### src/rtl/hsa_pkg.sv
`timescale 1ns / 1ps
`default_nettype none

package hsa_pkg;

  localparam int DEF_SLOT_COUNT   = 256;
  localparam int DEF_HANDLE_BITS  = 24;
  localparam int DEF_PAYLOAD_BITS = 32;

  // Fixed field widths of the request and result ports.
  localparam int NODE_BITS     = 8;
  localparam int LOCAL_FIELD_W = 24;
  localparam int HANDLE_W      = NODE_BITS + LOCAL_FIELD_W;
  localparam int PAYLOAD_W     = 32;
  localparam int REQ_W         = 2;
  localparam int STATUS_W      = 2;

  typedef enum logic [REQ_W-1:0] {
    REQ_REGISTER = 2'd0,
    REQ_RETIRE   = 2'd1,
    REQ_LOOKUP   = 2'd2
  } req_t;

  typedef enum logic [STATUS_W-1:0] {
    STATUS_OK        = 2'd0,
    STATUS_NOT_FOUND = 2'd1,
    STATUS_FULL      = 2'd2
  } status_t;

  typedef enum logic [1:0] {
    ST_CLEAR,
    ST_IDLE,
    ST_LOOK,
    ST_PROBE
  } state_t;

  typedef struct packed {
    status_t              status;
    logic [HANDLE_W-1:0]  handle;
    logic [PAYLOAD_W-1:0] payload;
  } result_t;

endpackage

`default_nettype wire

### src/rtl/hsa_ctrl.sv
`timescale 1ns / 1ps
`default_nettype none

module hsa_ctrl
  import hsa_pkg::*;
#(
  parameter int SLOT_COUNT   = DEF_SLOT_COUNT,
  parameter int HANDLE_BITS  = DEF_HANDLE_BITS,
  parameter int PAYLOAD_BITS = DEF_PAYLOAD_BITS,
  localparam int SLOT_BITS   = $clog2(SLOT_COUNT),
  localparam int ENTRY_W     = 1 + NODE_BITS + HANDLE_BITS + PAYLOAD_BITS
) (
  input  wire logic                 clk,
  input  wire logic                 rst,
  input  wire logic                 node_id_we,
  input  wire logic [NODE_BITS-1:0] node_id,
  input  wire logic                 in_valid,
  output logic                      in_ready,
  input  wire logic [REQ_W-1:0]     req_type,
  input  wire logic [HANDLE_W-1:0]  handle_in,
  input  wire logic [PAYLOAD_W-1:0] payload_in,
  input  wire logic                 out_free,
  output logic                      res_valid,
  output result_t                   res,
  output logic                      mem_we,
  output logic [SLOT_BITS-1:0]      mem_waddr,
  output logic [ENTRY_W-1:0]        mem_wdata,
  output logic [SLOT_BITS-1:0]      mem_raddr,
  input  wire logic [ENTRY_W-1:0]   mem_rdata
);

  // Entry layout: valid, node id, local handle, payload.
  localparam int L_LSB = PAYLOAD_BITS;
  localparam int N_LSB = PAYLOAD_BITS + HANDLE_BITS;
  localparam int V_BIT = N_LSB + NODE_BITS;
  localparam int EXT_W = (HANDLE_BITS > SLOT_BITS) ? HANDLE_BITS : SLOT_BITS;

  function automatic logic [SLOT_BITS-1:0] slot_of(input logic [HANDLE_BITS-1:0] l);
    logic [EXT_W-1:0] e;
    e = EXT_W'(l);
    return e[SLOT_BITS-1:0];
  endfunction

  state_t                  state, state_next;
  logic [NODE_BITS-1:0]    node_reg;
  logic [HANDLE_BITS-1:0]  next_index, next_index_next;
  logic [SLOT_BITS-1:0]    clr_cnt;
  logic [SLOT_BITS-1:0]    cur_slot, cur_slot_next;
  logic [SLOT_BITS-1:0]    probe_cnt, probe_cnt_next;
  logic [HANDLE_BITS-1:0]  probe_local, probe_local_next;
  req_t                    req_kind;
  logic [HANDLE_W-1:0]     req_handle;
  logic [PAYLOAD_BITS-1:0] req_payload;

  logic                    accept;
  logic                    entry_valid;
  logic [HANDLE_W-1:0]     entry_handle;
  logic                    entry_match;
  logic                    probe_last;

  assign accept       = in_valid && in_ready;
  assign entry_valid  = mem_rdata[V_BIT];
  assign entry_handle = {mem_rdata[V_BIT-1:N_LSB],
                         LOCAL_FIELD_W'(mem_rdata[N_LSB-1:L_LSB])};
  assign entry_match  = entry_valid && (entry_handle == req_handle) &&
                        (req_kind == REQ_RETIRE || req_kind == REQ_LOOKUP);
  assign probe_last   = &probe_cnt;
  assign mem_raddr    = cur_slot_next;

  always_comb begin
    state_next = state;
    case (state)
      ST_CLEAR: begin
        if (&clr_cnt) state_next = ST_IDLE;
      end
      ST_IDLE: begin
        if (accept) begin
          state_next = (req_type == REQ_REGISTER) ? ST_PROBE : ST_LOOK;
        end
      end
      ST_LOOK: begin
        if (out_free) state_next = ST_IDLE;
      end
      ST_PROBE: begin
        if ((!entry_valid || probe_last) && out_free) state_next = ST_IDLE;
      end
      default: state_next = ST_CLEAR;
    endcase
  end

  always_comb begin
    in_ready         = 1'b0;
    res_valid        = 1'b0;
    res.status       = STATUS_NOT_FOUND;
    res.handle       = req_handle;
    res.payload      = '0;
    mem_we           = 1'b0;
    mem_waddr        = cur_slot;
    mem_wdata        = mem_rdata;
    cur_slot_next    = cur_slot;
    probe_cnt_next   = probe_cnt;
    probe_local_next = probe_local;
    next_index_next  = next_index;
    case (state)
      ST_CLEAR: begin
        mem_we    = 1'b1;
        mem_waddr = clr_cnt;
        mem_wdata = '0;
      end
      ST_IDLE: begin
        in_ready = 1'b1;
        if (accept) begin
          probe_cnt_next   = '0;
          probe_local_next = next_index;
          if (req_type == REQ_REGISTER) begin
            cur_slot_next = slot_of(next_index);
          end else begin
            cur_slot_next = handle_in[SLOT_BITS-1:0];
          end
        end
      end
      ST_LOOK: begin
        if (out_free) begin
          res_valid = 1'b1;
          if (entry_match) begin
            res.status  = STATUS_OK;
            res.payload = PAYLOAD_W'(mem_rdata[L_LSB-1:0]);
            if (req_kind == REQ_RETIRE) begin
              mem_we           = 1'b1;
              mem_wdata[V_BIT] = 1'b0;
            end
          end
        end
      end
      ST_PROBE: begin
        if (!entry_valid) begin
          if (out_free) begin
            res_valid       = 1'b1;
            res.status      = STATUS_OK;
            res.handle      = {node_reg, LOCAL_FIELD_W'(probe_local)};
            mem_we          = 1'b1;
            mem_wdata       = {1'b1, node_reg, probe_local, req_payload};
            next_index_next = probe_local + 1'b1;
          end
        end else if (probe_last) begin
          if (out_free) begin
            res_valid  = 1'b1;
            res.status = STATUS_FULL;
          end
        end else begin
          // Occupied: move on to the next local handle, one slot read per cycle.
          probe_cnt_next   = probe_cnt + 1'b1;
          probe_local_next = probe_local + 1'b1;
          cur_slot_next    = slot_of(probe_local + 1'b1);
        end
      end
      default: begin
      end
    endcase
  end

  always_ff @(posedge clk) begin
    if (rst) begin
      state      <= ST_CLEAR;
      clr_cnt    <= '0;
      next_index <= HANDLE_BITS'(1);
      node_reg   <= '0;
      cur_slot   <= '0;
    end else begin
      state      <= state_next;
      next_index <= next_index_next;
      cur_slot   <= cur_slot_next;
      if (state == ST_CLEAR) clr_cnt <= clr_cnt + 1'b1;
      if (node_id_we) node_reg <= node_id;
    end
  end

  always_ff @(posedge clk) begin
    probe_cnt   <= probe_cnt_next;
    probe_local <= probe_local_next;
    if (accept) begin
      req_kind    <= req_t'(req_type);
      req_handle  <= handle_in;
      req_payload <= PAYLOAD_BITS'(payload_in);
    end
  end

endmodule

`default_nettype wire

### config.mk
export PLATFORM = sky130hd
export DESIGN_NAME = hsa_ctrl
export DESIGN_NICKNAME = d
export VERILOG_FILES = /design/src/rtl/hsa_pkg.sv /design/src/rtl/hsa_ctrl.sv
export SDC_FILE = /design/constraint.sdc
export NUM_CORES = 1
export LEC_CHECK = 0
export BUFFER_PORTS_ARGS = -buffer_cell sky130_fd_sc_hd__buf_2
export CAP_MARGIN = 20
export CORE_MARGIN = 3
export CORE_UTILIZATION = 45
export CTS_BUF_LIST = sky130_fd_sc_hd__clkbuf_4 sky130_fd_sc_hd__clkbuf_8
export CTS_CLUSTER_SIZE = 10
export DETAILED_ROUTE_END_ITERATION = 7
export GPL_TIMING_DRIVEN = 0
export PLACE_DENSITY = 0.81
export SYNTH_ARGS = -nofsm -noshare
export SYNTH_HDL_FRONTEND = slang
export SYNTH_SLANG_ARGS = --single-unit
### constraint.sdc
create_clock -name clk -period 5.4 [get_ports clk]
set_clock_uncertainty 0.15 [all_clocks]
set_input_delay 1.08 -clock clk [delete_from_list [all_inputs] [get_ports clk]]
set_output_delay 1.08 -clock clk [all_outputs]
set_load 0.03 [all_outputs]
==> impl_metrics.json, run 1 <==
{
  "synth_seq_cells": 148,
  "path_buf_inv": 4,
  "grt_pass1_vias": 7910,
  "synthesis.nets": 1021,
  "setup_viol": 0,
  "viasPerCell": 5.65,
  "criticalPathCategory": "flop to primary output",
  "clk_pin_slew_ps": 80,
  "crit_slowest_cell": "nor2_1",
  "synth_area_per_cell_um2": 9.16,
  "place_area_um2": 9710,
  "drv_slew": 0,
  "final_core_utilization_pct": 59.3,
  "drt-initial-drc-count": 723,
  "start_util_pct": 47.0,
  "power_density_nw_per_um2": 315,
  "synth_area_um2": 7960,
  "route.detailed.drc": 0,
  "cp-end-kind": "primary output",
  "drtAntennaViolNets": 0,
  "min_from": "next_index[1]",
  "final_nets": 1330,
  "drive_gt1_share_pct": 30.1,
  "p_leak_nw": 4.43,
  "hold_violations": 0,
  "cts_setup_buffers": 0,
  "clkSinkCount": 148,
  "gp_routability_congestion": 0.936,
  "postSynthCellCount": 869,
  "p_switching_w": 0.00118,
  "critical_path_required_ps": 4170,
  "finalSetupTns_ps": 0,
  "antenna_found_initial": 3,
  "port_buffers": 289,
  "arrival_ps": 3850,
  "yosys_warnings": 0,
  "tightest_slew_ps": 899,
  "vias": 7979,
  "routed_wl_um": 28900,
  "outcome": "finished, final reports clean",
  "peakVddDrop_v": 0.000206,
  "drtPass1Iterations": 6,
  "grt_max_degree": 67,
  "rsz0062_at_grt": "false",
  "p_comb_share_pct": 31.7,
  "r2r-start": "state[1]",
  "numCtsBuffers": 17,
  "clkLatencyLatePin_ps": 450,
  "place_hpwl_um": 22500,
  "crit_fanout": 10,
  "wire_per_inst_um": 20.5,
  "row_count": 47,
  "intPower_w": 0.00199,
  "start_kind": "flop",
  "p_clk_share_pct": 24.5,
  "netSwitchingFraction_pct": 37.2,
  "startpoint": "state[1]",
  "postLayoutCellArea_um2": 10000,
  "ctsResizeCount": 0,
  "cts_root_buf": "clkbuf_8",
  "max_slew_margin_pct": 39.9,
  "grt_usage_pct": 29.1,
  "cts_tree": "yes",
  "clockBufferDepth": 2,
  "die_h_um": 139,
  "die_x_um": 139,
  "worst_hold_path_type": "flop to flop",
  "hold_buffers": 0,
  "reg.largest.list": "req_handle: 32 flops, req_payload: 32 flops",
  "max_stage_delay_ps": 640,
  "h-tree-depth": 4,
  "ios": 294,
  "period_needed_ps": 5080,
  "grt_pass1_wl_um": 43800,
  "area_growth_pct": 26.3,
  "crit_family": "buffers and inverters",
  "clock.fmax_mhz": 197,
  "fin_crit_sh_pct": 94.2,
  "crit_chain": "inv_1, ha_1, clkbuf_1, nor2_1, nor2_1, clkbuf_1, a22o_1, buf_2",
  "p_seq_share_pct": 43.8,
  "core-area_um2": 16900,
  "die-area_um2": 19300,
  "cap_violations": 0,
  "ys_seq_area_share_pct": 49.6,
  "grt-ovfl-total": 0,
  "synthDistinctLibCells": 48
}
[logic make-up after synthesis]
family	after synthesis	synth area share, %
DFF	148	49.6
muxes	35	4.53
AOI/OAI and AO/OA	146	11.4
and+or+nand+nor	403	22.9
xor gates and xnor gates	66	7.26
buffers and inverters	63	3.05
adders and majority gates	8	1.26
[final cells by class]
cell class | count | area (um^2)
antenna | 1 | 2.50
buffer | 52 | 201
clock buffer | 22 | 272
clock inverter | 9 | 66.3
fill | 1484 | 6890
inverter | 11 | 43.8
multi-input combinational | 658 | 3770
sequential | 148 | 3940
tap | 220 | 275
timing repair buffer | 290 | 1470
[per-stage QoR]
step / setup slack (ps) / hold WS (ps) / cells / power (W)
after floorplan: 1400 / 297 / 869 / 0.00204
after global placement: 474 / 310 / 1378 / 0.00239
final: 315 / 327 / 1411 / 0.00317
after detailed placement: 516 / 315 / 1379 / 0.00241
after global routing: 160 / 344 / 1411 / 0.00330
after CTS: 331 / 325 / 1410 / 0.00317
[cells in the final DEF (no fill, tap or decap), types with 4 or more instances in the layout]
cell | synthesis | layout
ha_1 | 8 | 8
nor4_1 | 4 | 4
a22o_1 | 14 | 14
mux2i_1 | 27 | 27
and4_1 | 4 | 4
mux2_2 | 8 | 8
clkinv_2 | 0 | 5
nand3_1 | 15 | 15
nor2b_1 | 7 | 7
dfxtp_1 | 50 | 50
clkbuf_8 | 0 | 17
edfxtp_1 | 98 | 98
clkbuf_1 | 43 | 43
nor2_1 | 83 | 83
nor3_1 | 8 | 8
nand4_1 | 16 | 16
clkbuf_4 | 0 | 5
xor2_1 | 13 | 13
and2_2 | 20 | 20
xnor2_1 | 53 | 53
inv_1 | 11 | 10
buf_2 | 2 | 291
a211oi_1 | 23 | 23
and2_1 | 15 | 15
a21oi_1 | 73 | 73
and3_1 | 5 | 5
a21o_1 | 5 | 5
nand2_1 | 214 | 214
buf_1 | 4 | 4
o21ai_0 | 16 | 16
[cells in the mapped netlist, drive strengths merged]
master,count,share of area (%)
o311ai,1,0.20
nand2b,1,0.079
and2,36,3.1
o21bai,1,0.094
xor2,13,1.4
a21oi,73,4.6
nor4,5,0.58
o31ai,2,0.19
o221ai,1,0.11
o2111ai,1,0.11
buf,6,0.31
nor2b,7,0.55
clkbuf,46,2.2
nand2,214,10
or4,1,0.14
nor2,83,3.9
a221o,2,0.25
nor3,8,0.50
a21o,5,0.47
or4b,1,0.13
dfxtp,50,13
or3,1,0.079
mux2,8,1.1
and3,5,0.39
or2,1,0.079
a211oi,23,2.2
nor3b,1,0.094
ha,8,1.3
nand3,15,0.94
and4,4,0.44
o22ai,3,0.24
edfxtp,98,37
o21ai,16,1.0
and3b,1,0.11
a22o,15,1.7
inv,11,0.52
nor4b,2,0.22
mux2i,27,3.4
xnor2,53,5.8
o22a,3,0.33
nand4,17,1.4
[power groups by stage]
stage,Clock (W),Combinational [W],Sequential (W)
6_report,0.000777,0.00100,0.00139
3_3_place_gp,0,0.000972,0.00141
4_1_cts,0.000783,0.000998,0.00139
2_1_floorplan,0,0.000652,0.00139
3_5_place_dp,0,0.000995,0.00141
5_1_grt,0.000830,0.00107,0.00140
[per-layer routing]
metal	GRT usage [%]	wire length [um]	up-vias
li1	-	-	3636
met1	35.7	11100	3755
met2	48.9	13900	499
met3	7.48	2670	85
met4	12.4	1150	4
met5	0	20	-
[worst register-to-register path: cells and delay by family (launching register included)]
family          cells  cell delay [ps]
buf+inv             4             1680
flops               1              450
fa+ha+maj           1              200
compound gates      1              150
[final timing paths]
kind | to | slack, ps | depth (start not counted)
max | mem_wdata[58] | 320 | 8
min | next_index[1] | 330 | 2
max reg2reg | probe_local[13] | 2490 | 6
min reg2reg | next_index[1] | 330 | 2
No activity file was read; power rests on OpenSTA's default activity.
==> run 2, diff against run 1 <==
--- a/config.mk
+++ b/config.mk
@@ -8,12 +8,12 @@
 export BUFFER_PORTS_ARGS = -buffer_cell sky130_fd_sc_hd__buf_2
 export CAP_MARGIN = 20
 export CORE_MARGIN = 3
-export CORE_UTILIZATION = 45
+export CORE_UTILIZATION = 39
 export CTS_BUF_LIST = sky130_fd_sc_hd__clkbuf_4 sky130_fd_sc_hd__clkbuf_8
 export CTS_CLUSTER_SIZE = 10
 export DETAILED_ROUTE_END_ITERATION = 7
 export GPL_TIMING_DRIVEN = 0
-export PLACE_DENSITY = 0.81
+export PLACE_DENSITY = 0.73
 export SYNTH_ARGS = -nofsm -noshare
 export SYNTH_HDL_FRONTEND = slang
 export SYNTH_SLANG_ARGS = --single-unit
==> run 2 against run 1 <==
Critical endpoint is now mem_wdata[35]. Cell area increased by 0.81%. Combinational power about the same. Setup slack got worse by 110 ps. Utilization decreased by 8.1 points. Maximum frequency decreased by 2.2%. Final cell count increased by 3.3%. Sequential power about the same. Non-clock buffer count unchanged. Hold slack improved by 6.6 ps. Die area increased by 15%. Largest cell class unchanged. Highest routed layer unchanged. Wire length increased by 4.8%. Clock power increased by 7.7%.
==> impl_metrics.json, run 2 (synthesis results as in run 1) <==
{
  "outcome": "finished, final reports clean",
  "hold_violations": 0,
  "clock.fmax_mhz": 192,
  "hold_buffers": 0,
  "final_nets": 1330,
  "p_leak_nw": 4.44,
  "clkLatencyLatePin_ps": 470,
  "mostFrequentLayoutCells": "291 x buf_2, 214 x nand2_1, 98 x edfxtp_1",
  "routed_wl_um": 30300,
  "critical_path_required_ps": 4170,
  "start_kind": "flop",
  "antenna_found_initial": 4,
  "start_util_pct": 40.2,
  "rrSetupSlack_ps": 2380,
  "ctsResizeCount": 0,
  "ios": 294,
  "drt-initial-drc-count": 857,
  "crit_fanout": 10,
  "route.detailed.drc": 0,
  "drv_slew": 0,
  "r2r-end": "probe_local[20]",
  "drtPass1Iterations": 5,
  "gp_routability_congestion": 0.950,
  "die_x_um": 149,
  "vias": 7789,
  "reg.largest.list": "req_handle: 32 flops, req_payload: 32 flops",
  "setup_slack_ps": 202,
  "rsz0062_at_grt": "false",
  "reg2reg_depth": 6,
  "worst_hold_path_type": "flop to flop",
  "finalSetupTns_ps": 0,
  "r2r-start": "state[1]",
  "cts_setup_buffers": 0,
  "setup_viol": 0,
  "max_slew_margin_pct": 33.5,
  "wire_per_inst_um": 20.8,
  "criticalPathCategory": "flop to primary output",
  "cts_root_buf": "clkbuf_8",
  "clockBufferDepth": 2,
  "area_growth_pct": 27.3,
  "grt_max_degree": 67,
  "clk_pin_slew_ps": 80,
  "period_needed_ps": 5200,
  "numCtsBuffers": 17,
  "arrival_ps": 3970,
  "cap_violations": 0,
  "die_h_um": 149,
  "power_density_nw_per_um2": 320,
  "grt_pass1_vias": 7438,
  "layout_commonest_cell": "buf_2",
  "grt_pass1_wl_um": 43900,
  "place_hpwl_um": 23000,
  "pre_cts_ws_ps": 375,
  "clkSinkCount": 148,
  "peakVddDrop_v": 0.000188,
  "whs_path_depth": 2,
  "port_buffers": 289,
  "h-tree-depth": 4,
  "row_count": 51,
  "n_fill_cell": 1891,
  "tightest_slew_ps": 994,
  "cts_tree": "yes",
  "whs_endpoint": "next_index[1]",
  "die-area_um2": 22200,
  "drive_gt1_share_pct": 30.4,
  "viasPerCell": 5.34,
  "grt-ovfl-total": 0,
  "core-area_um2": 19800,
  "min_from": "next_index[1]",
  "cp-end-kind": "primary output",
  "drtAntennaViolNets": 0,
  "grt_usage_pct": 26.5,
  "fin_crit_sh_pct": 96.3
}
## run 2: changes by cell type in the layout (fill, tap and decap cells not counted), sizes merged
| cell | change |
|---|---|
| inv | +7 |
| diode | +1 |
| clkinv | -1 |
| clkbuf | -5 |
## run 2: how the worst max path moves through the flow
| stage | startpoint | to | cells after the start |
|---|---|---|---|
| final | state[1] | mem_wdata[35] | 8 |
| after global placement | mem_rdata[50] | res[29] | 8 |
| after detailed placement | mem_rdata[50] | res[64] | 8 |
| after floorplan | mem_rdata[62] | res[64] | 6 |
| after CTS | state[1] | mem_wdata[35] | 8 |
| after global routing | state[1] | mem_wdata[35] | 8 |
## run 2: stage by stage
step	hold slack [ps]	cell area, um^2	util (%)	cells	power (W)
after floorplan	297	7960	-	869	0.00204
after global routing	371	10100	51.2	1458	0.00338
after detailed placement	323	9770	49.4	1424	0.00242
after CTS	335	10100	51.2	1456	0.00325
after global placement	313	9740	49.2	1423	0.00241
final	334	10100	51.2	1458	0.00324
## run 2: cell type report
cell class                 instances  area (um^2)  share of cell area, %
sequential                       148         3940                   38.9
multi-input combinational        658         3770                   37.2
timing repair buffer             290         1470                   14.5
tap                              265          332                   3.27
clock buffer                      17          234                   2.31
buffer                            52          201                   1.99
clock inverter                    15          126                   1.25
inverter                          11         43.8                  0.432
antenna                            2         5.00                 0.0494
## run 2: worst max-delay path, cell delays in order (launching register included)
cell	delay, ps
dfxtp_1	450
inv_1	100
ha_1	320
clkbuf_1	530
nor2_1	270
nor2_1	650
clkbuf_1	620
a22o_1	330
buf_2	230
## run 2: report_power, final
group          switching (W)  internal, W  leakage [nW]
sequential         0.0000748      0.00132          1.29
clock               0.000470     0.000367         0.196
combinational       0.000718     0.000297          2.95
total                0.00126      0.00198          4.44
## run 2: layer usage
metal	GRT usage (%)	vias to the layer above	routed length, um
met1	32.1	3688	11800
met5	0	-	27
li1	-	3626	-
met2	44.0	404	14500
met3	6.56	67	2630
met4	13.2	4	1300
==> run 3, diff against run 2 <==
--- a/config.mk
+++ b/config.mk
@@ -12,7 +12,7 @@
 export CTS_BUF_LIST = sky130_fd_sc_hd__clkbuf_4 sky130_fd_sc_hd__clkbuf_8
 export CTS_CLUSTER_SIZE = 10
 export DETAILED_ROUTE_END_ITERATION = 7
-export GPL_TIMING_DRIVEN = 0
+export GPL_TIMING_DRIVEN = 1
 export PLACE_DENSITY = 0.73
 export SYNTH_ARGS = -nofsm -noshare
 export SYNTH_HDL_FRONTEND = slang
==> run 3 against run 2 <==
Die area stayed put. Count of clock-buffer cells in the layout is 1 higher. Highest routed layer unchanged. Combinational power barely moved. Sequential power hardly changed. Largest power group unchanged. Via count down 4.5%.
==> impl_metrics.json, run 3 (synthesis results as in run 1) <==
{
  "viasPerCell": 5.23,
  "row_count": 51,
  "final_nets": 1293,
  "holdWs_ps": 336,
  "grt_pass1_wl_um": 40300,
  "arrival_ps": 3490,
  "cts_setup_buffers": 0,
  "routed_wl_um": 27400,
  "setup_viol": 0,
  "area_growth_pct": 27.3,
  "vias": 7440,
  "setup_slack_ps": 680,
  "wire_per_inst_um": 19.2,
  "drt-initial-drc-count": 579,
  "n_fill_cell": 1862,
  "worst_hold_path_type": "flop to flop",
  "tightest_slew_ps": 1060,
  "ios": 294,
  "reg.largest.list": "req_handle: 32 flops, req_payload: 32 flops",
  "start_kind": "flop",
  "die_x_um": 149,
  "place_hpwl_um": 20600,
  "mostFrequentLayoutCells": "293 x buf_2, 214 x nand2_1, 98 x edfxtp_1",
  "drtPass1Iterations": 5,
  "antenna_found_initial": 3,
  "clkLatencyLatePin_ps": 460,
  "clk_pin_slew_ps": 80,
  "die-area_um2": 22200,
  "grt_pass1_vias": 7170,
  "final_core_utilization_pct": 51.2,
  "fin_crit_sh_pct": 87.4,
  "outcome": "finished, final reports clean",
  "start_util_pct": 40.2,
  "gp_routability_congestion": 0.891,
  "cts_root_buf": "clkbuf_8",
  "ctsResizeCount": 0,
  "grt-ovfl-total": 0,
  "drtAntennaViolNets": 0,
  "rrSetupSlack_ps": 2530,
  "finalSetupTns_ps": 0,
  "rsz0062_at_grt": "false",
  "clockBufferDepth": 2,
  "period_needed_ps": 4720,
  "power_w": 0.00335,
  "hold_violations": 0,
  "cp-end-kind": "primary output",
  "drive_gt1_share_pct": 32.6,
  "critical_path_required_ps": 4170,
  "clkSinkCount": 148,
  "pre_cts_ws_ps": 875,
  "die_h_um": 149,
  "core-area_um2": 19800,
  "cts_tree": "yes",
  "h-tree-depth": 4,
  "layout_commonest_cell": "buf_2",
  "clock.fmax_mhz": 212,
  "criticalPathCategory": "flop to primary output",
  "max_slew_margin_pct": 29.1,
  "crit_fanout": 17,
  "peakVddDrop_v": 0.000242,
  "p_leak_nw": 4.45,
  "cap_violations": 0,
  "hold_buffers": 0,
  "grt_usage_pct": 23.9,
  "grt_max_degree": 60,
  "port_buffers": 293,
  "power_density_nw_per_um2": 330,
  "route.detailed.drc": 0,
  "drv_slew": 0,
  "numCtsBuffers": 17
}
==> run 3: cell count changes in the layout (fill, tap and decap cells not counted), moves of 3 or more <==
| cell | change |
|---|---|
| buf_1 | -4 |
| buf_4 | +11 |
| bufinv_16 | +3 |
| clkbuf_1 | -43 |
| clkbuf_2 | -3 |
| clkinv_2 | -5 |
| clkinvlp_4 | +4 |
| inv_4 | -3 |
==> run 3: critical path, cell delays in order, from the launching register on <==
cell and delay (ps):
dfxtp_1 450, inv_1 100, ha_1 290, buf_4 220, nor2_1 90, and2_2 360
nor2_1 860, buf_4 300, a22o_1 160, buf_2 190
==> run 3: routing by layer <==
layer | vias to the layer above | share of wire (%) | track usage (%)
met5 | - | 0.048 | 0
met4 | 2 | 4.3 | 11.2
met3 | 55 | 8.8 | 5.53
met2 | 362 | 49 | 41.1
met1 | 3463 | 38 | 28.5
li1 | 3558 | - | -
==> run 3: layout make-up <==
| type | count | area (um^2) | area share, % |
|---|---|---|---|
| Sequential cell | 148 | 3940 | 38.9 |
| Clock buffer | 18 | 248 | 2.45 |
| Clock inverter | 14 | 200 | 1.98 |
| Inverter | 11 | 41.3 | 0.408 |
| Multi-Input combinational cell | 658 | 3790 | 37.4 |
| Timing Repair Buffer | 305 | 1570 | 15.5 |
| Tap cell | 265 | 332 | 3.27 |
| Antenna cell | 3 | 7.51 | 0.0741 |
==> run 3: final timing paths <==
path,endpoint,cells past startpoint,start
setup / recovery,mem_wdata[46],9,state[1]
hold / removal,next_index[1],2,next_index[1]
hold reg to reg,next_index[1],2,next_index[1]
setup reg to reg,req_handle[21],5,state[1]
==> run 3: power by group <==
group	switching, W	internal [W]
clock network	0.000451	0.000520
logic	0.000689	0.000296
registers	0.0000753	0.00132
==> run 3: stage by stage <==
stage,instances,instance area (um^2)
final,1422,10100
after global routing,1421,10100
after CTS,1419,10100
after detailed placement,1387,9680
after global placement,1387,9680
after floorplan,869,7960
